`src/ptd_pkg.sv`:
```
// Shared types, register codes and palette expansion helpers for the paletted
// texture decoder. No dependencies.
`default_nettype none

package ptd_pkg;

   localparam int CSR_ADDR_W = 2;
   localparam int CSR_DATA_W = 13;
   localparam int FMT_W      = 4;
   localparam int DIM_REG_W  = 13;

   // register indexes
   localparam logic [CSR_ADDR_W-1:0] CSR_FORMAT = 2'd0;
   localparam logic [CSR_ADDR_W-1:0] CSR_WIDTH  = 2'd1;
   localparam logic [CSR_ADDR_W-1:0] CSR_HEIGHT = 2'd2;

   // format codes
   localparam logic [FMT_W-1:0] FMT_P4_RGB8   = 4'd0;
   localparam logic [FMT_W-1:0] FMT_P4_RGBA8  = 4'd1;
   localparam logic [FMT_W-1:0] FMT_P4_RGB565 = 4'd2;
   localparam logic [FMT_W-1:0] FMT_P4_RGBA4  = 4'd3;
   localparam logic [FMT_W-1:0] FMT_P4_RGB5A1 = 4'd4;
   localparam logic [FMT_W-1:0] FMT_P8_RGB8   = 4'd5;
   localparam logic [FMT_W-1:0] FMT_P8_RGBA8  = 4'd6;
   localparam logic [FMT_W-1:0] FMT_P8_RGB565 = 4'd7;
   localparam logic [FMT_W-1:0] FMT_P8_RGBA4  = 4'd8;
   localparam logic [FMT_W-1:0] FMT_P8_RGB5A1 = 4'd9;

   typedef enum logic [2:0] {
      ENC_RGB8,
      ENC_RGBA8,
      ENC_RGB565,
      ENC_RGBA4,
      ENC_RGB5A1
   } enc_type;

   typedef enum logic {
      PH_PALETTE,
      PH_INDEX
   } phase_type;

   typedef struct packed {
      logic    known;
      logic    wide;
      enc_type enc;
   } fmt_type;

   // tag that travels with a palette read
   typedef struct packed {
      logic valid;
      logic last;
      logic zero;
   } rd_tag_type;

   typedef struct packed {
      logic       last_pixel;
      logic [7:0] alpha;
      logic [7:0] blue;
      logic [7:0] green;
      logic [7:0] red;
   } pix_type;

   function automatic fmt_type decode_format(logic [FMT_W-1:0] code);
      fmt_type f;
      f = '{known: 1'b1, wide: 1'b0, enc: ENC_RGB8};
      case (code)
         FMT_P4_RGB8:   f.enc = ENC_RGB8;
         FMT_P4_RGBA8:  f.enc = ENC_RGBA8;
         FMT_P4_RGB565: f.enc = ENC_RGB565;
         FMT_P4_RGBA4:  f.enc = ENC_RGBA4;
         FMT_P4_RGB5A1: f.enc = ENC_RGB5A1;
         FMT_P8_RGB8:   begin f.wide = 1'b1; f.enc = ENC_RGB8;   end
         FMT_P8_RGBA8:  begin f.wide = 1'b1; f.enc = ENC_RGBA8;  end
         FMT_P8_RGB565: begin f.wide = 1'b1; f.enc = ENC_RGB565; end
         FMT_P8_RGBA4:  begin f.wide = 1'b1; f.enc = ENC_RGBA4;  end
         FMT_P8_RGB5A1: begin f.wide = 1'b1; f.enc = ENC_RGB5A1; end
         default:       f.known = 1'b0;
      endcase
      return f;
   endfunction

   // byte position of the final byte of one palette entry
   function automatic logic [1:0] entry_last_pos(enc_type enc);
      logic [1:0] p;
      case (enc)
         ENC_RGB8:  p = 2'd2;
         ENC_RGBA8: p = 2'd3;
         default:   p = 2'd1;
      endcase
      return p;
   endfunction

   function automatic logic [7:0] rep4(logic [3:0] v);
      return {v, v};
   endfunction

   function automatic logic [7:0] rep5(logic [4:0] v);
      return {v, v[4:2]};
   endfunction

   function automatic logic [7:0] rep6(logic [5:0] v);
      return {v, v[5:4]};
   endfunction

   // raw little-endian entry to {a, b, g, r}
   function automatic logic [31:0] expand_entry(enc_type enc, logic [31:0] raw);
      logic [15:0] v;
      logic [31:0] res;
      v = raw[15:0];
      case (enc)
         ENC_RGB8:   res = {8'hFF, raw[23:0]};
         ENC_RGBA8:  res = raw;
         ENC_RGB565: res = {8'hFF, rep5(v[4:0]), rep6(v[10:5]), rep5(v[15:11])};
         ENC_RGBA4:  res = {rep4(v[3:0]), rep4(v[7:4]), rep4(v[11:8]), rep4(v[15:12])};
         default:    res = {(v[0] ? 8'hFF : 8'h00), rep5(v[5:1]), rep5(v[10:6]),
                            rep5(v[15:11])};
      endcase
      return res;
   endfunction

endpackage

`default_nettype wire

```
`src/ptd_palette_fill.sv`:
```
// Palette phase: assembles entry bytes, expands them and writes the palette RAM.
// Uses ptd_pkg.
`default_nettype none

module ptd_palette_fill #(
   parameter int  PALETTE_DEPTH = 256,
   localparam int AW            = $clog2(PALETTE_DEPTH)
) (
   input  wire logic             clock,
   input  wire logic             reset,
   input  wire logic             restart,
   input  wire logic             accept,
   input  wire logic [7:0]       data_byte,
   input  wire ptd_pkg::fmt_type fmt,
   output logic                  index_phase,
   output logic                  wr_en,
   output logic      [AW-1:0]    wr_addr,
   output logic      [31:0]      wr_data
);
   import ptd_pkg::*;

   localparam logic [8:0] DEPTH9 = 9'(PALETTE_DEPTH);

   phase_type   phase_ff, phase_in;
   logic [1:0]  pos_ff, pos_in;
   logic [7:0]  slot_ff, slot_in;
   logic [23:0] asm_ff, asm_in;
   logic [23:0] asm_next;
   logic        pos_last, slot_last;
   logic [31:0] raw;

   assign pos_last  = (pos_ff == entry_last_pos(fmt.enc));
   assign slot_last = (slot_ff == (fmt.wide ? 8'hFF : 8'h0F));

   always_comb begin
      asm_next = asm_ff;
      case (pos_ff)
         2'd0:    asm_next[7:0]   = data_byte;
         2'd1:    asm_next[15:8]  = data_byte;
         2'd2:    asm_next[23:16] = data_byte;
         default: asm_next        = asm_ff;
      endcase
   end

   assign raw     = {((pos_ff == 2'd3) ? data_byte : 8'h00), asm_next};
   assign wr_en   = accept && pos_last && ({1'b0, slot_ff} < DEPTH9);
   assign wr_addr = slot_ff[AW-1:0];
   assign wr_data = expand_entry(fmt.enc, raw);

   // next state
   always_comb begin
      phase_in = phase_ff;
      case (phase_ff)
         PH_PALETTE: if (accept && pos_last && slot_last) begin
            phase_in = PH_INDEX;
         end
         PH_INDEX:   phase_in = PH_INDEX;
         default:    phase_in = PH_PALETTE;
      endcase
      if (restart) begin
         phase_in = PH_PALETTE;
      end
   end

   // outputs
   always_comb begin
      case (phase_ff)
         PH_INDEX: index_phase = 1'b1;
         default:  index_phase = 1'b0;
      endcase
   end

   always_comb begin
      pos_in  = pos_ff;
      slot_in = slot_ff;
      asm_in  = asm_ff;
      if (restart) begin
         pos_in  = 2'd0;
         slot_in = 8'd0;
         asm_in  = 24'd0;
      end else if (accept) begin
         if (pos_last) begin
            pos_in  = 2'd0;
            asm_in  = 24'd0;
            slot_in = slot_last ? 8'd0 : slot_ff + 8'd1;
         end else begin
            pos_in = pos_ff + 2'd1;
            asm_in = asm_next;
         end
      end
   end

   always_ff @(posedge clock) begin
      if (reset) begin
         phase_ff <= PH_PALETTE;
         pos_ff   <= 2'd0;
         slot_ff  <= 8'd0;
         asm_ff   <= 24'd0;
      end else begin
         phase_ff <= phase_in;
         pos_ff   <= pos_in;
         slot_ff  <= slot_in;
         asm_ff   <= asm_in;
      end
   end

endmodule

`default_nettype wire

```
`config.mk`:
```
export PLATFORM = sky130hd
export DESIGN_NAME = ptd_palette_fill
export DESIGN_NICKNAME = d
export VERILOG_FILES = /design/src/ptd_pkg.sv /design/src/ptd_palette_fill.sv
export SDC_FILE = /design/constraint.sdc
export NUM_CORES = 1
export LEC_CHECK = 0
export ABC_AREA = 1
export ABC_CLOCK_PERIOD_IN_PS = 5800
export BUFFER_PORTS_ARGS = -buffer_cell sky130_fd_sc_hd__buf_2
export CORE_UTILIZATION = 55
export CTS_CLUSTER_SIZE = 40
export DETAILED_ROUTE_END_ITERATION = 10
export PLACE_DENSITY = 0.86
export SLEW_MARGIN = 15
export SYNTH_ARGS = -nofsm -noshare
export SYNTH_HDL_FRONTEND = slang
export SYNTH_SLANG_ARGS = --single-unit
```
`constraint.sdc`:
```
create_clock -name clock -period 5.8 [get_ports clock]
set_input_delay 1.16 -clock clock [delete_from_list [all_inputs] [get_ports clock]]
set_output_delay 1.16 -clock clock [all_outputs]
set_load 0.02 [all_outputs]
```
; ---- After elaboration in Yosys (flattened, before gate mapping)
; Index checks and enable logic that the tools add are counted.
[classes]
bitwise = 1
reduce_logical = 6
eq_ne = 8
n_mux = 14
n_addsub = 2
[op_table]
columns = op, count
row1 = $pmux 32 s4, 1
row2 = $mux 8, 7
row3 = $mux 24, 1
row4 = $add 8x1->8 const B, 1
row5 = $eq 8x8->1, 1
row6 = $eq 3x2->1 const B, 2
row7 = $eq 2x2->1 const B, 2
row8 = $pmux 2 s2, 1
row9 = $eq 3x1->1 const B, 1
row10 = $logic_not 3->1, 1
row11 = $add 2x1->2 const B, 1
row12 = $eq 2x1->1 const B, 1
row13 = $eq 2x2->1, 1
row14 = $logic_and 1x1->1, 2
row15 = $logic_not 2->1, 1
row16 = $mux 1, 2
row17 = $mux 2, 1
row18 = $pmux 1 s2, 1
row19 = $reduce_and 2->1, 1
row20 = $reduce_or 2->1, 1
row21 = $not 1->1, 1
[word_totals]
wordCells = 35
reg_bits = 35
inputBits = 17

; ---- Logic depth before layout (Yosys ltp)
; Gate-level depths: netlist of the first run.
[logic_depth]
ltp_word = 7
mapped_depth = 11
depth_no_buf = 9

; ---- Least setup slack after synthesis of the first run
; OpenSTA, ideal clock, no wires.
[synth_path]
kind = input to output
startpoint = input fmt[2] (netlist name)
endpoint = output wr_data[11]
t_required_ns = 4.640
path_stages = 7
arrival_time_ns = 2.227
setup_slack_ns = 2.413
path_cell_list = buf_6 clkinv_2 nand2_2 nor2_4 nor2_1 inv_1 o21ai_0
[synth_between]
elab_chain_len = 2
word_cells_on_any_way = 5
cone_classes = 3 x eq/ne / 1 x mux / 1 x reduce/logical
[synth_rtl]
columns = item, line_no
row1 = from (decl), ptd_palette_fill.sv:14  ; input wire ptd_pkg::fmt_type fmt,
row2 = "$eq 3x2->1, or another cell as far along", ptd_pkg.sv:110  ; case (enc)
row3 = $pmux 32 s4 *, ptd_pkg.sv:110
row4 = to (decl), ptd_palette_fill.sv:18  ; output logic [31:0] wr_data
; Every way passes the cells marked *; elsewhere a longest branch is shown, timed or not.

; ---- Worst setup path in the final report of the first run
[layout_path]
startpoint = register pos_ff[1]
endpoint = output wr_data[27]
[layout_between]
elab_chain_len = 4
word_cells_on_any_way = 6
cone_classes = 1 x eq/ne / 4 x mux / 1 x reduce/logical
[layout_rtl]
columns = item, line_no
row1 = from (decl), ptd_palette_fill.sv:25  ; logic [1:0] pos_ff, pos_in;
row2 = from (signal assigned), ptd_palette_fill.sv:101  ; pos_ff <= pos_in;
row3 = $logic_not 2->1, ptd_palette_fill.sv:37  ; case (pos_ff)
row4 = $mux 8, ptd_palette_fill.sv:37
row5 = $mux 8, ptd_pkg.sv:115  ; default: res = {(v[0] ? 8'hFF : 8'h00), rep5(v[5:1]), rep5(v[10:6]),
row6 = $pmux 32 s4 *, ptd_pkg.sv:110
; Marks and branches as above.

==> metrics.cfg, run 1 <==
[run_status]
status=complete, no violations

[clocking]
clkTransAtPathRegs_ps=70
cts_tree=built
cts_buffer_depth=2
post_cts_buffers=0
cts_buffers=5
cts_resized=0
ctsHoldBuffers=0
clk_latency_ps=290
cts_sinks=35
cts_max_level=2
root_buffer=clkbuf_8

[routing]
ant_nets=0
dr.pass1.iters=5
wirelength_um=6470
viasPerCell=5.42
wl_per_cell_um=12.9
drtIter0Drc=251
dr_total_vias=2727
drc=0

[global_route]
grt_antenna_before_repair=0
overflow=0
grt_pass1_wl_um=10000
grt_pass1_vias=2231
grtUsageTotal_pct=28.7
grt_max_degree=43

[setup_path]
critical_path.top_delay_family=compound AO/OA/AOI/OAI gates
critical_path.startpoint_type=register
worstPathRequired_ps=4640
critPathMaxStageDelay_ps=520
cpMostUsedCell=inv_1
critPathKind=register to primary output
crit_fanout=14
crit_slowest_cell=ha_1
cp.buffers_inverters=4
end_kind=primary output
crit_chain=inv_1 -> ha_1 -> inv_1 -> o21ai_0 -> inv_1 -> o21ai_0 -> nand3_1 -> buf_2
arrival_ps=2610

[sta]
rsz0062_at_grt=false
clock.fmax_mhz=265
whs_ps=460
fin_tns_setup_ps=0
worst_slew_pin_slew_ps=1080
slew_violations=0
hold_violations=0
slew-limit-headroom_pct=27.7
finClkSkew_ps=4.52
setup_ws_ps=2030
period_needed_ps=3770
setup_viol=0
finalCritPeriodShare_pct=65.0

[logic_synthesis]
syn_nets=425
avgSynthCellArea_um2=5.99
syn-instance-count=403
synth_top_family_by_area=simple AND/OR/NAND/NOR gates
syn_area_um2=2410
muxShareOfSynthArea_pct=0
yosys_most_used_dff=dfxtp_1
synthAdderAreaFrac_pct=2.59
synthDistinctLibCells=26
ys_seq_area_share_pct=29.0
ys_ff_latch=35
yosys.area_share.simple_pct=35.5
async_flop_share_pct=0
synth_xor_area_share_pct=0
yosysWarnings=0
synth_compound_area_share_pct=20.4
synth_edf_count=0

[placement]
io_buffer_count=57
gp_congestion=0.950
dp_hpwl_um=4660
pre_cts_ws_ps=2260

[pwr]
combPwrFrac_pct=26.7
p_seq_share_pct=40.8
power.internal_uw=405
ir_drop_uv=180
leakagePower_uw=0.00133
p_total_uw=616
power_density_nw_per_um2=222
netSwitchingFraction_pct=34.3
clkPwrFrac_pct=32.5
p_sw_uw=211

[worst_hold_path]
min_path_type=register to register

[die]
die-area_um2=4660
core_area_um2=4120
die_y_um=68.2
row_count=23
io_pins=59
die_w_um=68.2
initial_core_util_pct=58.7

[layout]
final_common_cell=nand2_1
final_cell_mix=127 x nand2_1, 60 x o21ai_0, 57 x buf_2
diodes=0
drive_above_1_share_pct=18.1
final_nets=474
nFillCells=393
area_growth_pct=15.2

[job]
drv_cap=0

-- cell families (layout without fill, tap and decap cells) --
family / after synthesis / count (layout)
buffers and inverters: 71 / 121
DFF: 35 / 35
and+or+nand+nor: 205 / 205
AOI/OAI and AO/OA: 87 / 87
adders and majority gates: 5 / 5
-- per-stage QoR --
| step | cells | cell area, um2 | utilization [%] |
|---|---|---|---|
| detailed placement | 495 | 2680 | 65.0 |
| global route | 503 | 2780 | 67.6 |
| floorplan | 403 | 2410 | - |
| global placement | 495 | 2680 | 65.0 |
| CTS | 503 | 2780 | 67.6 |
| finish | 503 | 2780 | 67.6 |
-- final cells by class --
class | count | area, um2 | area share, %
repair buffers | 58 | 293 | 10.5
inverters | 55 | 208 | 7.47
multi-input cells | 297 | 1410 | 50.8
clock inverters | 1 | 7.51 | 0.270
clock buffers | 7 | 96.3 | 3.47
flip-flops and latches | 35 | 701 | 25.2
well taps | 50 | 62.6 | 2.25
-- registers in the layout (all words and copies together) (netlist names) --
signal    count
wr_addr       8
phase_ff      1
asm_ff       24
pos_ff        2
-- power by group through the flow --
stage          registers, uW  clock network [uW]  logic [uW]
2_1_floorplan            256                   0         113
3_3_place_gp             256                   0         159
3_5_place_dp             257                   0         161
4_1_cts                  251                 203         163
5_1_grt                  252                 214         180
6_report                 251                 200         165
-- metal layers --
layer  global-route usage [%]  routed length [um]  up-vias
met1                     36.9                2870     1212
li1                         -                   -     1392
met5                        0                   0        -
met4                     7.81                  52        0
met2                     48.4                2970      117
met3                     5.17                 572        6
-- cells in the mapped netlist (2+ instances only) --
cell	n	area, um2
buf_6	4	45.0
nand3_1	16	80.1
nand2_2	5	31.3
a21oi_1	9	45.0
o221ai_1	5	43.8
dfxtp_1	35	701
nor2_4	2	22.5
nand3_2	2	20.0
nand2_1	127	477
buf_2	2	10.0
o2111ai_1	3	26.3
nand4_1	8	50.1
inv_1	53	199
nor2_1	42	158
or2_2	2	12.5
o21ai_0	60	300
a31oi_1	6	37.5
ha_1	5	62.6
clkbuf_1	10	37.5
-- path summary, 6_finish.rpt --
path,cells after the start,start,slack [ps],endpoint
worst max-delay path,8,pos_ff[1],2030,wr_data[27]
worst min-delay path,2,phase_ff,460,phase_ff
worst max register to register,6,pos_ff[1],3680,asm_ff[13]
worst min register to register,2,phase_ff,460,phase_ff
-- worst reg2reg max path, cell delays in order, from the launching register on --
cell and delay, ps:
dfxtp_1 460, inv_1 150, ha_1 390, o21ai_0 690, nand2_1 100, o21ai_0 110, nor2_1 70
No activity file was read; power rests on OpenSTA's default activity.
==> inputs of run 2 (changes only) <==
--- a/config.mk
+++ b/config.mk
@@ -6,12 +6,12 @@
 export NUM_CORES = 1
 export LEC_CHECK = 0
 export ABC_AREA = 1
-export ABC_CLOCK_PERIOD_IN_PS = 5800
+export ABC_CLOCK_PERIOD_IN_PS = 3590
 export BUFFER_PORTS_ARGS = -buffer_cell sky130_fd_sc_hd__buf_2
-export CORE_UTILIZATION = 55
+export CORE_UTILIZATION = 54
 export CTS_CLUSTER_SIZE = 40
 export DETAILED_ROUTE_END_ITERATION = 10
-export PLACE_DENSITY = 0.86
+export PLACE_DENSITY = 0.85
 export SLEW_MARGIN = 15
 export SYNTH_ARGS = -nofsm -noshare
 export SYNTH_HDL_FRONTEND = slang
==> constraint.sdc (replaced) <==
create_clock -name clock -period 3.59 [get_ports clock]
set_input_delay 0.718 -clock clock [delete_from_list [all_inputs] [get_ports clock]]
set_output_delay 0.718 -clock clock [all_outputs]
set_load 0.02 [all_outputs]
==> metrics.cfg, run 2 (synthesized netlist as in run 1, its figures left out) <==
[run_status]
status=complete, no violations

[sta]
hold_violations=0  ; unchanged
worst_slew_pin_slew_ps=1070  ; -15.8 ps
finClkSkew_ps=8.66  ; +4.13 ps
period_needed_ps=3230
slew-limit-headroom_pct=28.8  ; +1.1 points
setup_viol=0  ; unchanged
fin_tns_setup_ps=0  ; unchanged
rsz0062_at_grt=false
finalCritPeriodShare_pct=90.0
clock.fmax_mhz=310
slew_violations=0  ; unchanged

[setup_path]
critical_path.top_delay_family=buffers and inverters
arrival_ps=2510  ; -100 ps
worstPathRequired_ps=2870  ; -1770 ps
crit_fanout=14  ; unchanged
reg2reg_from=pos_ff[1]
end_kind=primary output
reg2reg_slack_ps=1600  ; -2080 ps
cp.buffers_inverters=4  ; unchanged
critPathKind=register to primary output
cpMostUsedCell=inv_1
reg2reg_to=asm_ff[13]
crit_slowest_cell=ha_1
crit_chain=inv_1 -> ha_1 -> inv_1 -> o21ai_0 -> inv_1 -> o21ai_0 -> nand3_1 -> buf_2
critPathMaxStageDelay_ps=480  ; -40 ps
critical_path.startpoint_type=register
rr_worst_depth=6  ; unchanged

[die]
die_w_um=68.9  ; +0.89%
io_pins=59  ; unchanged
die-area_um2=4740  ; +1.8%
initial_core_util_pct=58.2  ; -0.41 points
core_area_um2=4140  ; +0.70%
die_y_um=68.9  ; +0.89%
row_count=23  ; unchanged

[pwr]
leakagePower_uw=0.00133  ; -0.62%
power_density_nw_per_um2=347  ; +56%
netSwitchingFraction_pct=35.6  ; +1.3 points
p_sw_uw=340  ; +61%
power.internal_uw=616  ; +52%
ir_drop_uv=241  ; +34%
clkPwrFrac_pct=29.9  ; -2.6 points
combPwrFrac_pct=27.6  ; +0.9 points
p_seq_share_pct=42.5  ; +1.7 points

[clocking]
clkTransAtPathRegs_ps=70  ; about the same
clk_latency_ps=300  ; about the same
cts_sinks=35  ; unchanged
ctsHoldBuffers=0  ; unchanged
cts_tree=built
cts_buffers=5  ; unchanged
cts_resized=0  ; unchanged
cts_buffer_depth=2  ; unchanged
root_buffer=clkbuf_8
post_cts_buffers=0  ; unchanged
cts_max_level=2  ; unchanged

[layout]
nFillCells=404  ; +2.8%
drive_above_1_share_pct=17.7  ; -0.44 points
final_nets=474  ; unchanged
diodes=0  ; unchanged
area_growth_pct=14.3
final_common_cell=nand2_1
final_area_um2=2760  ; -0.81%
largest_register_ffs=24  ; unchanged
top_register=asm_ff
final_cell_mix=127 x nand2_1, 60 x o21ai_0, 57 x buf_2

[job]
drv_cap=0  ; unchanged

[global_route]
grtUsageTotal_pct=29.1  ; +0.44 points
grt_pass1_vias=2185  ; -2.1%
grt_pass1_wl_um=10100  ; +0.76%
overflow=0  ; unchanged
grt_max_degree=43  ; unchanged
grt_antenna_before_repair=0  ; unchanged

[placement]
io_buffer_count=57  ; unchanged
dp_hpwl_um=4840  ; +3.9%
gp_congestion=0.984  ; +3.6%
dpl_cell_area_um2=2680  ; unchanged

[routing]
wl_per_cell_um=13.0  ; +0.77%
drc=0  ; unchanged
viasPerCell=5.40  ; -0.40%
ant_nets=0  ; unchanged
dr.pass1.iters=4  ; -1
wirelength_um=6520  ; +0.77%
drtIter0Drc=155  ; -38%
dr_total_vias=2716  ; -0.40%

[worst_hold_path]
min_to=phase_ff
holdPathStages=2  ; unchanged
hold_start=phase_ff
min_path_type=register to register

## run 2: changes by cell type in the layout (fill, tap and decap cells not counted), sizes merged
cell,change
clkinv,+1
clkinvlp,-1
## run 2: layer usage
| layer | track usage (%) | share of wire (%) |
|---|---|---|
| met3 | 7.89 | 8.2 |
| met1 | 36.2 | 44 |
| met5 | 0 | 0 |
| met4 | 9.95 | 1.2 |
| met2 | 48.1 | 46 |
## run 2: power by group through the flow
stage | sequential, uW | clock (uW) | combinational [uW]
6_report | 406 | 286 | 264
5_1_grt | 407 | 306 | 291
3_5_place_dp | 415 | 0 | 260
3_3_place_gp | 414 | 0 | 256
2_1_floorplan | 414 | 0 | 183
4_1_cts | 406 | 290 | 262
## run 2: final cells by class
class	instances	area [um2]	area share (%)
Timing Repair Buffer	58	293	10.6
Tap cell	50	62.6	2.27
Inverter	55	208	7.53
Clock inverter	1	5.00	0.181
Sequential cell	35	701	25.4
Clock buffer	7	76.3	2.77
Multi-Input combinational cell	297	1410	51.2
## run 2: per-stage QoR
stage	hold WS, ps	power (uW)	setup WS, ps	util, %	std cells
5_1_grt	491	1000	156	66.5	503
3_3_place_gp	441	671	775	64.6	495
6_report	479	956	359	66.5	503
2_1_floorplan	471	597	1090	-	403
3_5_place_dp	464	675	741	64.6	495
4_1_cts	475	958	417	66.5	503
## run 2: tightest hold or removal path, cell delays in order, from the launching register on
cell     delay (ps)
dfxtp_1         310
inv_1            60
a21oi_1          60
## run 2: worst max path at each step
stage / startpoint / end / slack [ps] / cells after the start
2_1_floorplan: fmt[2] / wr_data[11] / 1090 / 7
3_3_place_gp: pos_ff[1] / wr_data[31] / 770 / 8
3_5_place_dp: pos_ff[1] / wr_data[31] / 740 / 8
4_1_cts: pos_ff[1] / wr_data[31] / 420 / 8
5_1_grt: pos_ff[1] / wr_data[27] / 160 / 8
6_report: pos_ff[1] / wr_data[27] / 360 / 8
==> inputs of run 3 (changes only) <==
--- a/config.mk
+++ b/config.mk
@@ -6,7 +6,7 @@
 export NUM_CORES = 1
 export LEC_CHECK = 0
 export ABC_AREA = 1
-export ABC_CLOCK_PERIOD_IN_PS = 3590
+export ABC_CLOCK_PERIOD_IN_PS = 3200
 export BUFFER_PORTS_ARGS = -buffer_cell sky130_fd_sc_hd__buf_2
 export CORE_UTILIZATION = 54
 export CTS_CLUSTER_SIZE = 40
==> constraint.sdc (replaced) <==
create_clock -name clock -period 3.2 [get_ports clock]
set_input_delay 0.64 -clock clock [delete_from_list [all_inputs] [get_ports clock]]
set_output_delay 0.64 -clock clock [all_outputs]
set_load 0.02 [all_outputs]
==> metrics.cfg, run 3 (synthesized netlist as in run 1, its figures left out) <==
[routing]
drtIter0Drc=181  ; +17%
ant_nets=0  ; unchanged
wl_met2_um=3110  ; +3.4%
dr.pass1.iters=5  ; +1
viasPerCell=5.46  ; +1.1%
dr_total_vias=2772  ; +2.1%
wirelength_um=6680  ; +2.6%
wl_per_cell_um=13.2  ; +1.6%
wl_met3_um=454  ; -15%
m1WireLength_um=3050  ; +5.2%
top_layer=met4
drc=0  ; unchanged

[setup_path]
arrival_ps=2380  ; -130 ps
crit_slowest_cell=o21ai_0
critical_path.startpoint_type=register
end_kind=primary output
cpMostUsedCell=inv_1
crit_chain=inv_1 -> ha_1 -> inv_1 -> o21ai_0 -> inv_1 -> o21ai_0 -> nand3_1 -> buf_2
worstPathRequired_ps=2560  ; -310 ps
reg2reg_slack_ps=1240  ; -360 ps
crit_fanout=9  ; -5
reg2reg_from=pos_ff[1]
reg2reg_to=asm_ff[12]
rr_worst_depth=5  ; -1
critPathMaxStageDelay_ps=390  ; -90 ps
critPathKind=register to primary output

[placement]
dpl_cell_area_um2=2710  ; +1.4%
gp_congestion=0.969  ; -1.5%
io_buffer_count=57  ; unchanged
dp_hpwl_um=4980  ; +2.9%

[layout]
area_growth_pct=16.8
seq_area_um2=703  ; +0.36%
top_register=asm_ff
largest_register_ffs=24  ; unchanged
final_nets=479  ; +1.1%
diodes=0  ; unchanged
final_area_um2=2820  ; +2.3%
nFillCells=381  ; -5.7%
multi_input_area_um2=1410  ; unchanged
final_common_cell=nand2_1
drive_above_1_share_pct=19.4  ; +1.8 points
final_cell_mix=127 x nand2_1, 60 x o21ai_0, 57 x buf_2
final_util_pct=68.1  ; +1.5 points

[die]
core_area_um2=4140  ; unchanged
die-area_um2=4740  ; unchanged
initial_core_util_pct=58.2  ; unchanged
die_y_um=68.9  ; unchanged
row_count=23  ; unchanged
io_pins=59  ; unchanged
die_w_um=68.9  ; unchanged

[worst_hold_path]
min_to=phase_ff
hold_start=phase_ff
min_path_type=register to register
holdPathStages=2  ; unchanged

[clocking]
clk_latency_ps=290  ; about the same
post_cts_buffers=0  ; unchanged
cts_max_level=2  ; unchanged
cts_tree=built
cts_sinks=35  ; unchanged
cts_buffers=5  ; unchanged
cts_resized=0  ; unchanged
cts_buffer_depth=2  ; unchanged
ctsHoldBuffers=0  ; unchanged
root_buffer=clkbuf_8
clkTransAtPathRegs_ps=80  ; about the same

[sta]
period_needed_ps=3020
slew_violations=0  ; unchanged
whs_ps=463  ; -15.7 ps
slew-limit-headroom_pct=54.3  ; +26 points
hold_violations=0  ; unchanged
finalCritPeriodShare_pct=94.3
clock.fmax_mhz=331
rsz0062_at_grt=false
worst_slew_pin_slew_ps=678  ; -389 ps
fin_tns_setup_ps=0  ; unchanged
finClkSkew_ps=12.8  ; +4.17 ps
setup_viol=0  ; unchanged

[pwr]
leakagePower_uw=0.00136  ; +2.4%
power_density_nw_per_um2=399  ; +15%
p_total_uw=1120  ; +18%
ir_drop_uv=233  ; -3.5%

[global_route]
grt_pass1_vias=2389  ; +9.3%
grt_antenna_before_repair=0  ; unchanged
grt_max_degree=43  ; unchanged
grt_pass1_wl_um=10400  ; +3.2%
grtUsageTotal_pct=29.5  ; +0.44 points
overflow=0  ; unchanged

[run_status]
status=complete, no violations

[job]
drv_cap=0  ; unchanged

## run 3: worst max path at each step
stage,cells after the start,from,endpoint,slack [ps]
after global routing,8,pos_ff[0],wr_data[31],10
after floorplan,6,pos_ff[1],wr_data[7],800
after detailed placement,8,pos_ff[1],wr_data[31],550
final,8,pos_ff[0],wr_data[31],180
after CTS,8,pos_ff[1],wr_data[31],180
after global placement,8,pos_ff[1],wr_data[31],580
## run 3: final cells by class
type	count	share of cell area, %
clock buffers	7	3.42
clock inverters	1	0.266
inverters	55	7.36
multi-input cells	297	50.1
flip-flops and latches	35	24.9
well taps	50	2.22
repair buffers	63	11.7
## run 3: critical path, delay by kind of cell, from the launching register on
family	cells	cell delay, ps
flip-flops	1	370
AND/OR/NAND/NOR	1	130
adder cells (fa/ha/maj)	1	350
buffers and inverters	4	620
AO/OA/AOI/OAI	2	620
## run 3: power by group
part | internal [uW] | switching (uW) | total (uW)
registers | 449 | 6.42 | 456
logic | 94.4 | 211 | 306
clock network | 196 | 168 | 364
total | 740 | 385 | 1120
## run 3: through the flow
step | instances | setup slack, ps
after floorplan | 403 | 802
after global placement | 500 | 582
after detailed placement | 500 | 546
after CTS | 508 | 178
after global routing | 508 | 10.7
final | 508 | 182
## run 3: per-layer routing
layer  vias up  track usage, %
li1       1402               -
met2       108            51.3
met5         -               0
met3        10            7.07
met4         0            9.18
met1      1252            35.6
