<file path="src/ptd_pkg.sv">
// Shared types, register codes and palette expansion helpers for the paletted
// texture decoder. No dependencies.
`default_nettype none

package ptd_pkg;

   localparam int CSR_ADDR_W = 2;
   localparam int CSR_DATA_W = 13;
   localparam int FMT_W      = 4;
   localparam int DIM_REG_W  = 13;

   // register indexes
   localparam logic [CSR_ADDR_W-1:0] CSR_FORMAT = 2'd0;
   localparam logic [CSR_ADDR_W-1:0] CSR_WIDTH  = 2'd1;
   localparam logic [CSR_ADDR_W-1:0] CSR_HEIGHT = 2'd2;

   // format codes
   localparam logic [FMT_W-1:0] FMT_P4_RGB8   = 4'd0;
   localparam logic [FMT_W-1:0] FMT_P4_RGBA8  = 4'd1;
   localparam logic [FMT_W-1:0] FMT_P4_RGB565 = 4'd2;
   localparam logic [FMT_W-1:0] FMT_P4_RGBA4  = 4'd3;
   localparam logic [FMT_W-1:0] FMT_P4_RGB5A1 = 4'd4;
   localparam logic [FMT_W-1:0] FMT_P8_RGB8   = 4'd5;
   localparam logic [FMT_W-1:0] FMT_P8_RGBA8  = 4'd6;
   localparam logic [FMT_W-1:0] FMT_P8_RGB565 = 4'd7;
   localparam logic [FMT_W-1:0] FMT_P8_RGBA4  = 4'd8;
   localparam logic [FMT_W-1:0] FMT_P8_RGB5A1 = 4'd9;

   typedef enum logic [2:0] {
      ENC_RGB8,
      ENC_RGBA8,
      ENC_RGB565,
      ENC_RGBA4,
      ENC_RGB5A1
   } enc_type;

   typedef enum logic {
      PH_PALETTE,
      PH_INDEX
   } phase_type;

   typedef struct packed {
      logic    known;
      logic    wide;
      enc_type enc;
   } fmt_type;

   // tag that travels with a palette read
   typedef struct packed {
      logic valid;
      logic last;
      logic zero;
   } rd_tag_type;

   typedef struct packed {
      logic       last_pixel;
      logic [7:0] alpha;
      logic [7:0] blue;
      logic [7:0] green;
      logic [7:0] red;
   } pix_type;

   function automatic fmt_type decode_format(logic [FMT_W-1:0] code);
      fmt_type f;
      f = '{known: 1'b1, wide: 1'b0, enc: ENC_RGB8};
      case (code)
         FMT_P4_RGB8:   f.enc = ENC_RGB8;
         FMT_P4_RGBA8:  f.enc = ENC_RGBA8;
         FMT_P4_RGB565: f.enc = ENC_RGB565;
         FMT_P4_RGBA4:  f.enc = ENC_RGBA4;
         FMT_P4_RGB5A1: f.enc = ENC_RGB5A1;
         FMT_P8_RGB8:   begin f.wide = 1'b1; f.enc = ENC_RGB8;   end
         FMT_P8_RGBA8:  begin f.wide = 1'b1; f.enc = ENC_RGBA8;  end
         FMT_P8_RGB565: begin f.wide = 1'b1; f.enc = ENC_RGB565; end
         FMT_P8_RGBA4:  begin f.wide = 1'b1; f.enc = ENC_RGBA4;  end
         FMT_P8_RGB5A1: begin f.wide = 1'b1; f.enc = ENC_RGB5A1; end
         default:       f.known = 1'b0;
      endcase
      return f;
   endfunction

   // byte position of the final byte of one palette entry
   function automatic logic [1:0] entry_last_pos(enc_type enc);
      logic [1:0] p;
      case (enc)
         ENC_RGB8:  p = 2'd2;
         ENC_RGBA8: p = 2'd3;
         default:   p = 2'd1;
      endcase
      return p;
   endfunction

   function automatic logic [7:0] rep4(logic [3:0] v);
      return {v, v};
   endfunction

   function automatic logic [7:0] rep5(logic [4:0] v);
      return {v, v[4:2]};
   endfunction

   function automatic logic [7:0] rep6(logic [5:0] v);
      return {v, v[5:4]};
   endfunction

   // raw little-endian entry to {a, b, g, r}
   function automatic logic [31:0] expand_entry(enc_type enc, logic [31:0] raw);
      logic [15:0] v;
      logic [31:0] res;
      v = raw[15:0];
      case (enc)
         ENC_RGB8:   res = {8'hFF, raw[23:0]};
         ENC_RGBA8:  res = raw;
         ENC_RGB565: res = {8'hFF, rep5(v[4:0]), rep6(v[10:5]), rep5(v[15:11])};
         ENC_RGBA4:  res = {rep4(v[3:0]), rep4(v[7:4]), rep4(v[11:8]), rep4(v[15:12])};
         default:    res = {(v[0] ? 8'hFF : 8'h00), rep5(v[5:1]), rep5(v[10:6]),
                            rep5(v[15:11])};
      endcase
      return res;
   endfunction

endpackage

`default_nettype wire

</file>
<file path="src/ptd_out_queue.sv">
// Two-beat result queue behind the palette RAM read, with credit for reads in flight.
// Uses ptd_pkg.
`default_nettype none

module ptd_out_queue (
   input  wire logic                clock,
   input  wire logic                reset,
   input  wire ptd_pkg::rd_tag_type rd_tag,
   input  wire logic [31:0]         rd_data,
   input  wire logic                rsp_ready,
   output logic                     rsp_valid,
   output ptd_pkg::pix_type         rsp_pix,
   output logic                     room
);
   import ptd_pkg::*;

   localparam logic [2:0] QDEPTH = 3'd2;

   rd_tag_type tag_ff;
   pix_type    slot_ff [2];
   pix_type    entry;
   logic       wr_ptr_ff, wr_ptr_in;
   logic       rd_ptr_ff, rd_ptr_in;
   logic [1:0] occ_ff, occ_in;
   logic       push, pop;
   logic [2:0] committed;

   assign entry = tag_ff.zero ? pix_type'({tag_ff.last, 32'h0}) :
                                pix_type'({tag_ff.last, rd_data});

   assign push      = tag_ff.valid;
   assign pop       = (occ_ff != 2'd0) && rsp_ready;
   assign rsp_valid = (occ_ff != 2'd0);
   assign rsp_pix   = slot_ff[rd_ptr_ff];

   // beats held after this edge, counting the read in flight
   assign committed = {1'b0, occ_ff} + {2'b00, tag_ff.valid} - {2'b00, pop};
   assign room      = (committed < QDEPTH);

   assign wr_ptr_in = push ? ~wr_ptr_ff : wr_ptr_ff;
   assign rd_ptr_in = pop  ? ~rd_ptr_ff : rd_ptr_ff;
   assign occ_in    = occ_ff + {1'b0, push} - {1'b0, pop};

   always_ff @(posedge clock) begin
      if (reset) begin
         tag_ff    <= '0;
         wr_ptr_ff <= 1'b0;
         rd_ptr_ff <= 1'b0;
         occ_ff    <= 2'd0;
      end else begin
         tag_ff    <= rd_tag;
         wr_ptr_ff <= wr_ptr_in;
         rd_ptr_ff <= rd_ptr_in;
         occ_ff    <= occ_in;
      end
      if (push) begin
         slot_ff[wr_ptr_ff] <= entry;
      end
   end

endmodule

`default_nettype wire

</file>
<file path="config.mk">
export PLATFORM = sky130hd
export DESIGN_NAME = ptd_out_queue
export DESIGN_NICKNAME = d
export VERILOG_FILES = /design/src/ptd_pkg.sv /design/src/ptd_out_queue.sv
export SDC_FILE = /design/constraint.sdc
export NUM_CORES = 1
export LEC_CHECK = 0
export BUFFER_PORTS_ARGS = -buffer_cell sky130_fd_sc_hd__buf_2
export CORE_MARGIN = 2
export CORE_UTILIZATION = 47
export DETAILED_ROUTE_END_ITERATION = 6
export PLACE_DENSITY_LB_ADDON = 0.3
export REMOVE_ABC_BUFFERS = 1
export SYNTH_ARGS = -nofsm -noshare
export SYNTH_HDL_FRONTEND = slang
export SYNTH_SLANG_ARGS = --single-unit
</file>
<file path="constraint.sdc">
create_clock -name clock -period 3.1 [get_ports clock]
set_clock_uncertainty 0.15 [all_clocks]
set_input_delay 0.155 -clock clock [delete_from_list [all_inputs] [get_ports clock]]
set_output_delay 0.155 -clock clock [all_outputs]
set_load 0.01 [all_outputs]
</file>
Word level (Yosys, flattened, before mapping) --
Memory sizes are Yosys's and may differ from the RTL's. A register that Yosys moved wholly into a read port is not among the register bits. Index checks and enable logic that the tools add are counted.
Operators by class: add/sub/neg operators 4, bitwise operators 2, reductions and logical operators 2, mux-type cells 5, order comparisons 1
Operators by type and width (count):
- $mux 32 | 1
- $mux 1 | 4
- $add 2x1->3 | 1
- $lt 3x2->1 const B | 1
- $sub 3x1->3 | 1
- $add 2x1->2 | 1
- $not 1->1 | 2
- $reduce_bool 2->1 | 1
- $sub 2x1->2 | 1
- $logic_and 1x1->1 | 1
Storage, ports and cells: RAM bits 66, bits of input ports 38, memories kept 1, register bits after elaboration 7
Memories:
- slot_ff | depth 2, width 33, read ports 1, clocked after Yosys merged registers in 1, write ports 1, RTL line ptd_out_queue.sv:20 | pix_type slot_ff [2];

Depth between registers and ports, before layout --
Gate-level depths: netlist (run 1).
word-level depth 4, depth in mapped cells 7

Worst setup path after synthesis (run 1) --
No wires, ideal clock.
path type register to register, from register tag_ff (netlist bit push), to memory slot_ff[0][0] (netlist bit) (enable), library setup time 0.423 ns, setup slack 0.729 ns, clock period less this slack 2.371 ns, path buffers 0, stages on the path, launching flop included 3, required time 2.527 ns, arrival 1.798 ns, cells stage by stage dfxtp_1 -> inv_1 -> nor2_1
On the way: longest elaborated chain between the ends 2
RTL lines:
- start, declared | RTL line ptd_out_queue.sv:19 | rd_tag_type tag_ff;
- start signal, assigned | RTL line ptd_out_queue.sv:51 | tag_ff <= rd_tag;
- $mux 1 | RTL line ptd_out_queue.sv:56 | if (push) begin
- $mux 1 (implied by the code) | RTL line ptd_out_queue.sv:57 | slot_ff[wr_ptr_ff] <= entry;
- end, declared | RTL line ptd_out_queue.sv:20
Every way passes these cells.

Worst setup path after layout (run 1) --
from register occ_ff[1], to output port room
On the way: longest elaborated chain between the ends 4, elaborated cells on any way between the ends 5, classes of those cells add/sub: 2; order compare: 1; reduce/logical: 2
RTL lines:
- start, declared | RTL line ptd_out_queue.sv:24 | logic [1:0] occ_ff, occ_in;
- start signal, assigned | RTL line ptd_out_queue.sv:54 | occ_ff <= occ_in;
- $reduce_bool 2->1 | RTL line ptd_out_queue.sv:32 | assign pop = (occ_ff != 2'd0) && rsp_ready;
- $logic_and 1x1->1 | RTL line ptd_out_queue.sv:32
- via pop | RTL line ptd_out_queue.sv:25 | logic push, pop;
- $sub 3x1->3 | RTL line ptd_out_queue.sv:37 | assign committed = {1'b0, occ_ff} + {2'b00, tag_ff.valid} - {2'b00, pop};
- $lt 3x2->1 | RTL line ptd_out_queue.sv:38 | assign room = (committed < QDEPTH);
- end, declared | RTL line ptd_out_queue.sv:13 | output logic room
The timed path passes the listed nets, and every way through them passes these cells.

==> impl_metrics.csv, run 1 <==
group,metric,value,unit
run_status,status,"finished clean",
floorplanning,die_x,85.2,um
floorplanning,die_h,85.2,um
floorplanning,start_util,0.488,
sta,max_freq,0.406,GHz
yosys,async_flop_share,0,
global_routing,grt-ovfl-total,0,
yosys,synth_cells,170,
sta,min_period,2.46,ns
run,drv_cap,0,
worst_setup_path,reg2regPathDepth,6,
worst_setup_path,crit_fanout,4,
worst_hold_path,hold_class,"in -> reg",
layout,drive_gt1_frac,0.459,
clock_tree,clk_latency,0.33,ns
worst_setup_path,crit_cells,8,
detailed_routing,via_count,1632,
worst_setup_path,critical_path_class,"reg -> out",
global_routing,grt_first_pass_wirelength,8.13,mm
sta,fin_crit_sh,0.795,
layout,fill_cells,514,
worst_setup_path,critPathLaunch,"occ_ff[1]$_SDFF_PP0_",
worst_setup_path,cp.arrival,2.16,ns
detailed_routing,via_per_inst,4.76,
clock_tree,cts_tree,"built",
clock_tree,numCtsBuffers,9,
global_routing,grt_pass1_vias,1722,
layout,design_area,3800,sq um
layout,n_antenna_cell,0,
worst_setup_path,critPathMaxStageDelay,0.38,ns
worst_setup_path,endpoint_kind,"primary output",
yosys,synth_cell_types,16,
pwr,irDropWorstVdd,0.000494,V
clock_tree,clk_pin_slew,0.07,ns
worst_setup_path,r2r-start,"occ_ff[1]$_SDFF_PP0_",
clock_tree,numClockSinks,74,
sta,finalSetupViolations,0,
place,gp_congestion,0.672,
detailed_routing,drtIter0Drc,60,
sta,fin_setup_tns,0,ns
worst_setup_path,crit_family,"adder cells",
yosys,synth_area,3100,sq um
worst_setup_path,cp-endpoint,"room",
worst_setup_path,cp_data_required_time,2.79,ns
worst_setup_path,rr_endpoint,"occ_ff[1]$_SDFF_PP0_",
floorplanning,core-area,6350,sq um
worst_setup_path,reg2reg_slack,1.14,ns
yosys,synth_seq_area_share,0.691,
place,io_buffers,72,
detailed_routing,wire_per_inst,14.8,um
yosys,ys.warnings.count,0,
place,postPlaceCellArea,3510,sq um
floorplanning,dieArea,7260,sq um
clock_tree,cts_resized,0,
worst_setup_path,cp_slowest_cell,"fa_1",
pwr,power_density,666,nW/um^2
detailed_routing,drc,0,
sta,tightest_slew,0.851,ns
yosys,synth_enable_flop_cells,66,
clock_tree,htreeDepth,3,
sta,grt_setup_unrepaired,"false",
place,place_ws,0.985,ns
global_routing,grtUsageTotal,0.151,
worst_setup_path,start_kind,"flip-flop",
detailed_routing,routed_wirelength,5.07,mm
global_routing,antenna_found_initial,0,
detailed_routing,dr.pass1.iters,6,
yosys,synth_seq_cells,74,
place,hpwl,3.25,mm
clock_tree,cts_setup_buffers,0,
detailed_routing,antenna_left,0,
worst_setup_path,crit_top_cell,"ha_1",
global_routing,grt_max_degree,34,
sta,maxSlewViolCount,0,
sta,maxSlewHeadroom,0.433,
worst_setup_path,cp_cell_sequence,"o21a_4 > ha_1 > inv_1 > ha_1 > fa_1 > xnor2_1 > nor2_1 > buf_2",
layout,syn_to_final_growth,22.5,%
floorplanning,rows,29,
sta,final_hold_viol_count,0,
yosys,synthFlopType,"edfxtp_1",
clock_tree,clock_path_buffers,2,
sta,setup_ws,0.636,ns
layout,nets,302,
layout,post-route-util,0.598,
floorplanning,ioPinCount,73,
yosys,syn_area_per_cell,18.2,sq um
pwr,p_leak,1.52,nW
clock_tree,cts-root-buf,"clkbuf_8",
worst_setup_path,crit_buf_inv,2,
-- layer usage --
metal / vias to the layer above / global-route usage / routed length, um
li1: 791 / - / -
met1: 799 / 0.180 / 2110
met2: 38 / 0.249 / 2690
met3: 4 / 0.0428 / 227
met4: 0 / 0.0779 / 44
met5: - / 0 / 0
-- stage by stage --
step,hold WS (ns),power (mW),std cells
after CTS,0.000474,2.56,343
after global placement,0.221,1.86,316
after global routing,0.00641,2.65,343
after detailed placement,0.217,1.87,316
final,0.0118,2.53,343
after floorplan,0.0766,1.67,163
-- synthesized netlist by cell type, types with 2 or more instances --
library cell	count	area share
edfxtp_1	66	0.64
nor2b_1	38	0.077
mux2_4	32	0.15
dfxtp_1	8	0.052
inv_1	4	0.0048
nor2_1	4	0.0048
buf_12	3	0.019
buf_2	3	0.0048
mux2_1	3	0.011
ha_1	2	0.0081
xnor2_1	2	0.0057
-- worst min path at each step --
stage	startpoint	endpoint	slack (ns)	cells after the start
global route	rd_data[11]	slot_ff[1][11]$_DFFE_PP_	0.006	2
CTS	rd_data[26]	slot_ff[1][26]$_DFFE_PP_	0.0005	2
finish	rd_data[26]	slot_ff[1][26]$_DFFE_PP_	0.01	2
global placement	rd_tag[0]	tag_ff[0]$_SDFF_PP0_	0.22	2
detailed placement	rd_tag[1]	tag_ff[1]$_SDFF_PP0_	0.22	2
floorplan	reset	occ_ff[0]$_SDFF_PP0_	0.08	1
-- cell type report --
type	instances	area, sq um	share of cell area
clock inverter	5	45.0	0.0119
tap	77	96.3	0.0254
clock buffer	11	131	0.0346
timing repair buffer	87	500	0.132
inverter	4	15.0	0.00395
multi-input combinational	85	866	0.228
sequential	74	2140	0.564
-- report_power, final --
group / internal [mW] / switching [mW]
Clock: 0.362 / 0.316
Sequential: 1.15 / 0.0519
Combinational: 0.367 / 0.280
-- sequential cells by signal, indices dropped and copies added, names as in the netlist, named ones only --
| signal | cells |
|---|---|
| occ_ff | 2 |
| push | 1 |
| rd_ptr_ff | 1 |
| slot_ff | 66 |
| tag_ff | 2 |
| wr_ptr_ff | 1 |
-- worst reg2reg max path, cell delays in order (launching register included) --
cell and delay, ns:
dfxtp_1 0.35, o21a_4 0.25, ha_1 0.28, inv_1 0.04, ha_1 0.18, fa_1 0.46
nor2b_1 0.15
-- cells by family (layout without fill, tap and decap cells) --
logic type	Yosys count	after routing	synth area share
XOR/XNOR	2	2	0.00565
AO/OA/AOI/OAI	1	1	0.00484
adder cells (fa/ha/maj)	3	3	0.0145
AND/OR/NAND/NOR	44	44	0.0856
multiplexers	35	35	0.166
buffers and inverters	11	107	0.0327
flip-flops	74	74	0.691
-- layout by cell type, fill, tap and decap left out --
master,synthesis,routed
and2_2,0,1
buf_2,3,72
buf_4,0,4
bufinv_16,0,1
clkbuf_1,0,2
clkbuf_8,0,9
clkinv_1,0,4
dfxtp_1,8,7
dfxtp_2,0,1
dlygate4sd3_1,0,11
edfxtp_1,66,66
fa_1,1,1
ha_1,2,2
inv_1,4,4
mux2_1,3,3
mux2_4,32,32
nor2_1,4,3
nor2_4,0,1
nor2b_1,38,38
o21a_4,1,1
or2_1,1,1
xnor2_1,2,2
-- what timing repair did --
item / in CTS / in global routing
setup endpoints to repair: 0 / 0
endpoints found under the hold margin: 13 / 0
hold buffers: 11 / 0
No activity file was read; power rests on OpenSTA's default activity.
==> inputs of run 2 (changes only) <==
--- a/config.mk
+++ b/config.mk
@@ -5,6 +5,7 @@
 export SDC_FILE = /design/constraint.sdc
 export NUM_CORES = 1
 export LEC_CHECK = 0
+export ABC_AREA = 1
 export BUFFER_PORTS_ARGS = -buffer_cell sky130_fd_sc_hd__buf_2
 export CORE_MARGIN = 2
 export CORE_UTILIZATION = 47
==> constraint.sdc (replaced) <==
create_clock -name clock -period 2.27 [get_ports clock]
set_clock_uncertainty 0.15 [all_clocks]
set_input_delay 0.1135 -clock clock [delete_from_list [all_inputs] [get_ports clock]]
set_output_delay 0.1135 -clock clock [all_outputs]
set_load 0.01 [all_outputs]
==> run 2 against run 1 <==
Net effect: the run now ends with negative setup slack left; register-to-register slack got worse by 0.71 ns; final cell count rose by 23%; synthesized cell count rose by 25%; first-iteration DRC count rose by 38%; via count rose by 17%; core utilization rose by 6.6 points; global-route usage rose by 1.4 points; worst hold slack improved by 0.29 ns; synthesized area rose by 0.81%; combinational power rose by 49%; largest power group unchanged.
==> impl_metrics.csv, run 2 <==
group,metric,value,unit
run_status,violations,"negative setup slack",
layout,regMostFlops,"slot_ff",
global_routing,grtUsageTotal,0.165,
clock_tree,cts-root-buf,"clkbuf_8",
sta,maxSlewViolCount,0,
place,dp.cells,362,
sta,tightest_slew,0.456,ns
floorplanning,rows,29,
clock_tree,cts_tree,"built",
sta,final_hold_viol_count,0,
detailed_routing,antenna_left,0,
yosys,ys.warnings.count,0,
global_routing,grt_max_degree,34,
yosys,synthFlopType,"edfxtp_1",
yosys,yosys.area.top_type,"edfxtp_1",
floorplanning,dieArea,7320,sq um
floorplanning,die_h,85.5,um
worst_setup_path,start_kind,"flip-flop",
yosys,synth_cell_types,15,
worst_setup_path,crit_fanout,2,
yosys,async_flop_share,0,
pwr,p_total,3.67,mW
global_routing,antenna_found_initial,0,
floorplanning,start_util,0.489,
layout,syn_to_final_growth,35.7,%
place,gp_congestion,0.660,
layout,largest_reg_flops,66,
sta,fin_setup_tns,-0.00122,ns
run,drv_cap,0,
layout,final_common_cell,"buf_2",
sta,fin_crit_sh,1.00,
global_routing,grt_pass1_vias,2017,
detailed_routing,via_count,1904,
yosys,syn_area_per_cell,14.7,sq um
pwr,power_density,866,nW/um^2
yosys,synth_cells,213,
layout,final_cell_mix,"72 x buf_2, 66 x edfxtp_1, 44 x inv_1, 44 x nor2_1, 40 x dlygate4sd3_1",
worst_setup_path,cp-endpoint,"room",
clock_tree,clk_latency,0.33,ns
pwr,p_leak,1.89,nW
worst_setup_path,cp.arrival,2.01,ns
floorplanning,die_x,85.5,um
clock_tree,numClockSinks,74,
yosys,synth.top_cells.by_area,"edfxtp_1 63%, mux2_4 14%, inv_1 5.4%",
yosys,synth_top_area_frac,0.634,
detailed_routing,routed_wirelength,5.74,mm
sta,maxSlewHeadroom,0.696,
worst_hold_path,hold_class,"in -> reg",
detailed_routing,dr.pass1.iters,6,
sta,setup_ws,-0.00122,ns
clock_tree,clock_path_buffers,2,
global_routing,grt_first_pass_wirelength,9.07,mm
worst_setup_path,r2r-start,"occ_ff[1]$_SDFF_PP0_",
worst_setup_path,critPathLaunch,"occ_ff[1]$_SDFF_PP0_",
detailed_routing,drtIter0Drc,83,
place,io_buffers,72,
yosys,synth_seq_area_share,0.685,
worst_setup_path,reg2reg_slack,0.43,ns
pwr,irDropWorstVdd,0.000577,V
worst_setup_path,critical_path_class,"reg -> out",
floorplanning,core-area,6390,sq um
detailed_routing,via_per_inst,4.51,
layout,final_cells,422,
clock_tree,htreeDepth,3,
worst_setup_path,endpoint_kind,"primary output",
detailed_routing,drc,0,
yosys,synthTopCellsByCount,"66 x edfxtp_1, 45 x inv_1, 45 x nor2_1",
detailed_routing,wire_per_inst,13.6,um
layout,drive_gt1_frac,0.400,
layout,n_antenna_cell,0,
yosys,synth_area,3130,sq um
sta,whs,0.303,ns
worst_setup_path,cp_data_required_time,2.01,ns
layout,nets,381,
clock_tree,clk_pin_slew,0.07,ns
clock_tree,numCtsBuffers,9,
floorplanning,ioPinCount,73,
yosys,synth_enable_flop_cells,66,
run_status,status,"finished, violations left",
sta,finalSetupViolations,1,
layout,largestRegisters,"slot_ff: 66 flops, occ_ff: 2 flops, tag_ff: 2 flops",
place,hpwl,3.31,mm
yosys,synth.most_common_cell,"edfxtp_1",
sta,min_period,2.27,ns
worst_setup_path,rr_endpoint,"occ_ff[1]$_SDFF_PP0_",
sta,max_freq,0.440,GHz
global_routing,grt-ovfl-total,0,
yosys,synth_seq_cells,74,
worst_setup_path,reg2regPathDepth,8,
sta,grt_setup_unrepaired,"true",
[run 2: cell types whose count changed after synthesis, sizes merged, moves of 2 or more]
cell	delta
nand2	+3
mux2	-2
nor2b	-38
inv	+41
nor2	+41
[run 2: area by class of cell]
| type | instances | area (sq um) |
|---|---|---|
| tap | 77 | 96.3 |
| timing repair buffer | 123 | 868 |
| multi-input combinational | 87 | 751 |
| clock buffer | 10 | 128 |
| inverter | 45 | 169 |
| sequential | 74 | 2150 |
| fill | 478 | 2150 |
| clock inverter | 6 | 81.3 |
[run 2: worst min path at each step]
stage | startpoint | to | depth (start not counted)
floorplan | reset | push$_SDFF_PP0_ | 1
global placement | rd_tag[2] | push$_SDFF_PP0_ | 3
detailed placement | rd_tag[1] | tag_ff[1]$_SDFF_PP0_ | 3
CTS | rsp_ready | rd_ptr_ff$_SDFFE_PP0P_ | 6
global route | tag_ff[1]$_SDFF_PP0_ | slot_ff[1][32]$_DFFE_PP_ | 0
finish | rsp_ready | flip-flop | 7
[run 2: stage by stage]
step                setup WS [ns]   util  instance area [sq um]
finish                   -0.00122  0.664                   4240
global route              -0.0732  0.664                   4240
CTS                       -0.0168  0.661                   4220
detailed placement          0.296  0.561                   3580
global placement            0.351  0.561                   3580
floorplan                 -0.0898      -                   3040
[run 2: critical path: stages, from the launching register on]
cell and delay (ns):
dfxtp_2 0.33, nor2_1 0.09, nor2_1 0.06, ha_1 0.29, inv_2 0.04, ha_4 0.15
fa_2 0.54, nor2_1 0.05, buf_2 0.13
[run 2: what timing repair did]
action,CTS,global route
hold buffers,40,0
hold endpoints to repair,72,0
setup endpoints to repair,1,1
buffers inserted,3,1
resized for setup,4,3
pin swaps,2,1
[run 2: layer usage]
metal | wire length [um] | GRT usage | vias up
met5 | 0 | 0 | -
met4 | 99 | 0.0823 | 0
met3 | 255 | 0.0385 | 9
met2 | 2900 | 0.279 | 59
met1 | 2480 | 0.198 | 885
li1 | - | - | 951
[run 2: report_power, final]
group | switching (mW) | internal (mW) | total (mW)
Sequential | 0.0634 | 1.57 | 1.63
Combinational | 0.423 | 0.542 | 0.965
Clock | 0.461 | 0.612 | 1.07
Total | 0.947 | 2.72 | 3.67
[run 2: cells by family (layout without fill, tap and decap cells)]
group | count (synthesis) | count (layout) | share of synthesized area
xor+xnor | 1 | 1 | 0.00280
fa+ha+maj | 3 | 3 | 0.0144
buf+inv | 52 | 184 | 0.0817
flops | 74 | 74 | 0.685
mux | 33 | 33 | 0.155
simple gates | 50 | 50 | 0.0608
==> inputs of run 3 (changes only) <==
--- a/config.mk
+++ b/config.mk
@@ -12,6 +12,7 @@
 export DETAILED_ROUTE_END_ITERATION = 6
 export PLACE_DENSITY_LB_ADDON = 0.3
 export REMOVE_ABC_BUFFERS = 1
+export SKIP_LAST_GASP = 1
 export SYNTH_ARGS = -nofsm -noshare
 export SYNTH_HDL_FRONTEND = slang
 export SYNTH_SLANG_ARGS = --single-unit
==> run 3 against run 2 <==
Net effect: the flow still finishes with violations (negative setup slack); core utilization did not move; largest cell class unchanged; combinational power about the same; maximum frequency fell by 0.32%; highest routed layer unchanged.
==> impl_metrics.csv, run 3 (synthesis gave the netlist of run 2 again) <==
group,metric,value,unit
worst_setup_path,endpoint_kind,"primary output",
worst_setup_path,critPathLaunch,"occ_ff[1]$_SDFF_PP0_",
detailed_routing,dr.pass1.iters,6,
global_routing,grt_max_degree,34,
place,gp_congestion,0.660,
worst_setup_path,cp.arrival,2.01,ns
clock_tree,clk_pin_slew,0.07,ns
floorplanning,rows,29,
global_routing,grtUsageTotal,0.165,
pwr,power_density,865,nW/um^2
worst_setup_path,crit_fanout,2,
clock_tree,numCtsBuffers,9,
layout,final_common_cell,"buf_2",
detailed_routing,wire_per_inst,13.6,um
pwr,internal_power,2.72,mW
sta,fin_setup_tns,-0.00845,ns
layout,fill_cells,478,
detailed_routing,via_count,1909,
detailed_routing,drc,0,
sta,tightest_slew,0.456,ns
layout,regMostFlops,"slot_ff",
pwr,p_clk_frac,0.292,
worst_hold_path,hold_class,"in -> reg",
worst_setup_path,start_kind,"flip-flop",
run_status,status,"finished, violations left",
layout,syn_to_final_growth,35.7,%
sta,setup_ws,-0.00845,ns
sta,maxSlewHeadroom,0.696,
layout,post-route-util,0.664,
place,postPlaceCellArea,3580,sq um
run,drv_cap,0,
layout,largest_reg_flops,66,
detailed_routing,drtIter0Drc,83,
sta,final_hold_viol_count,0,
detailed_routing,routed_wirelength,5.74,mm
layout,drive_gt1_frac,0.397,
floorplanning,die_h,85.5,um
layout,largestRegisters,"slot_ff: 66 flops, occ_ff: 2 flops, tag_ff: 2 flops",
global_routing,grt-ovfl-total,0,
sta,grt_setup_unrepaired,"true",
worst_setup_path,critical_path_class,"reg -> out",
layout,n_antenna_cell,0,
pwr,irDropWorstVdd,0.000577,V
worst_setup_path,r2r-start,"occ_ff[1]$_SDFF_PP0_",
sta,maxSlewViolCount,0,
layout,nets,381,
place,place_ws,0.296,ns
floorplanning,dieArea,7320,sq um
pwr,switching_share,0.258,
clock_tree,clk_latency,0.33,ns
pwr,pwr-share-comb,0.262,
clock_tree,cts-root-buf,"clkbuf_8",
global_routing,grt_first_pass_wirelength,9.07,mm
global_routing,grt_pass1_vias,2017,
floorplanning,core-area,6390,sq um
floorplanning,ioPinCount,73,
layout,design_area,4240,sq um
sta,max_freq,0.439,GHz
pwr,p_total,3.67,mW
clock_tree,clock_path_buffers,2,
worst_hold_path,worstHoldStart,"rsp_ready",
sta,min_period,2.28,ns
worst_setup_path,cp_data_required_time,2.01,ns
global_routing,antenna_found_initial,0,
clock_tree,htreeDepth,3,
pwr,p_sw,946,uW
detailed_routing,antenna_left,0,
floorplanning,start_util,0.489,
clock_tree,cts_tree,"built",
clock_tree,numClockSinks,74,
place,hpwl,3.31,mm
floorplanning,die_x,85.5,um
run_status,violations,"negative setup slack",
detailed_routing,via_per_inst,4.52,
sta,finalSetupViolations,1,
layout,final_cell_mix,"72 x buf_2, 66 x edfxtp_1, 45 x inv_1",
sta,fin_crit_sh,1.00,
pwr,p_leak,1.89,nW
place,io_buffers,72,
pwr,power_frac_seq,0.445,
==> run 3: cell counts in the layout (fill, tap and decap cells not counted) <==
No cell type changed its count.
==> run 3: power by group through the flow <==
stage,Combinational [mW],Sequential (mW),Clock (mW)
3_5_place_dp,0.839,1.67,0
6_report,0.962,1.63,1.07
3_3_place_gp,0.823,1.66,0
5_1_grt,1.05,1.64,1.16
2_1_floorplan,0.509,1.70,0
4_1_cts,0.940,1.63,1.10
==> run 3: cell type report <==
cell class	count	area, sq um	area share
multi-input combinational	87	751	0.177
timing repair buffer	123	868	0.205
clock inverter	6	81.3	0.0192
clock buffer	10	128	0.0301
sequential	74	2150	0.506
inverter	45	169	0.0398
tap	77	96.3	0.0227
==> run 3: worst paths after layout <==
path / to / slack [ns] / cells after the start
min reg2reg: slot_ff[0][32]$_DFFE_PP_ / 0.31 / 0
max: room / -0.008 / 8
min: flip-flop / 0.30 / 7
max reg2reg: occ_ff[1]$_SDFF_PP0_ / 0.43 / 8
==> run 3: per-layer routing <==
| layer | part of all wire | vias to the layer above | track usage |
|---|---|---|---|
| met3 | 0.045 | 9 | 0.0385 |
| li1 | - | 951 | - |
| met1 | 0.43 | 886 | 0.198 |
| met4 | 0.017 | 0 | 0.0823 |
| met2 | 0.51 | 63 | 0.279 |
| met5 | 0 | - | 0 |
==> run 3: what timing repair did <==
action	in CTS	in global routing
pin swaps	2	1
hold buffers	40	0
gates resized for setup	4	2
setup endpoints to repair	1	1
hold endpoints to repair	72	0
buffers inserted	3	1
==> run 3: worst max-delay path, cell delays in order, from the launching register on <==
cell	delay [ns]
dfxtp_2	0.33
nor2_1	0.04
nor2_1	0.15
ha_1	0.26
inv_1	0.09
ha_4	0.13
fa_2	0.44
nor2_1	0.10
buf_2	0.14
==> run 3: per-stage QoR <==
| step | std cells | hold slack [ns] |
|---|---|---|
| 6_report | 422 | 0.303 |
| 4_1_cts | 421 | 0.136 |
| 3_3_place_gp | 362 | 0.166 |
| 5_1_grt | 422 | 0.343 |
| 3_5_place_dp | 362 | 0.170 |
| 2_1_floorplan | 206 | 0.0347 |
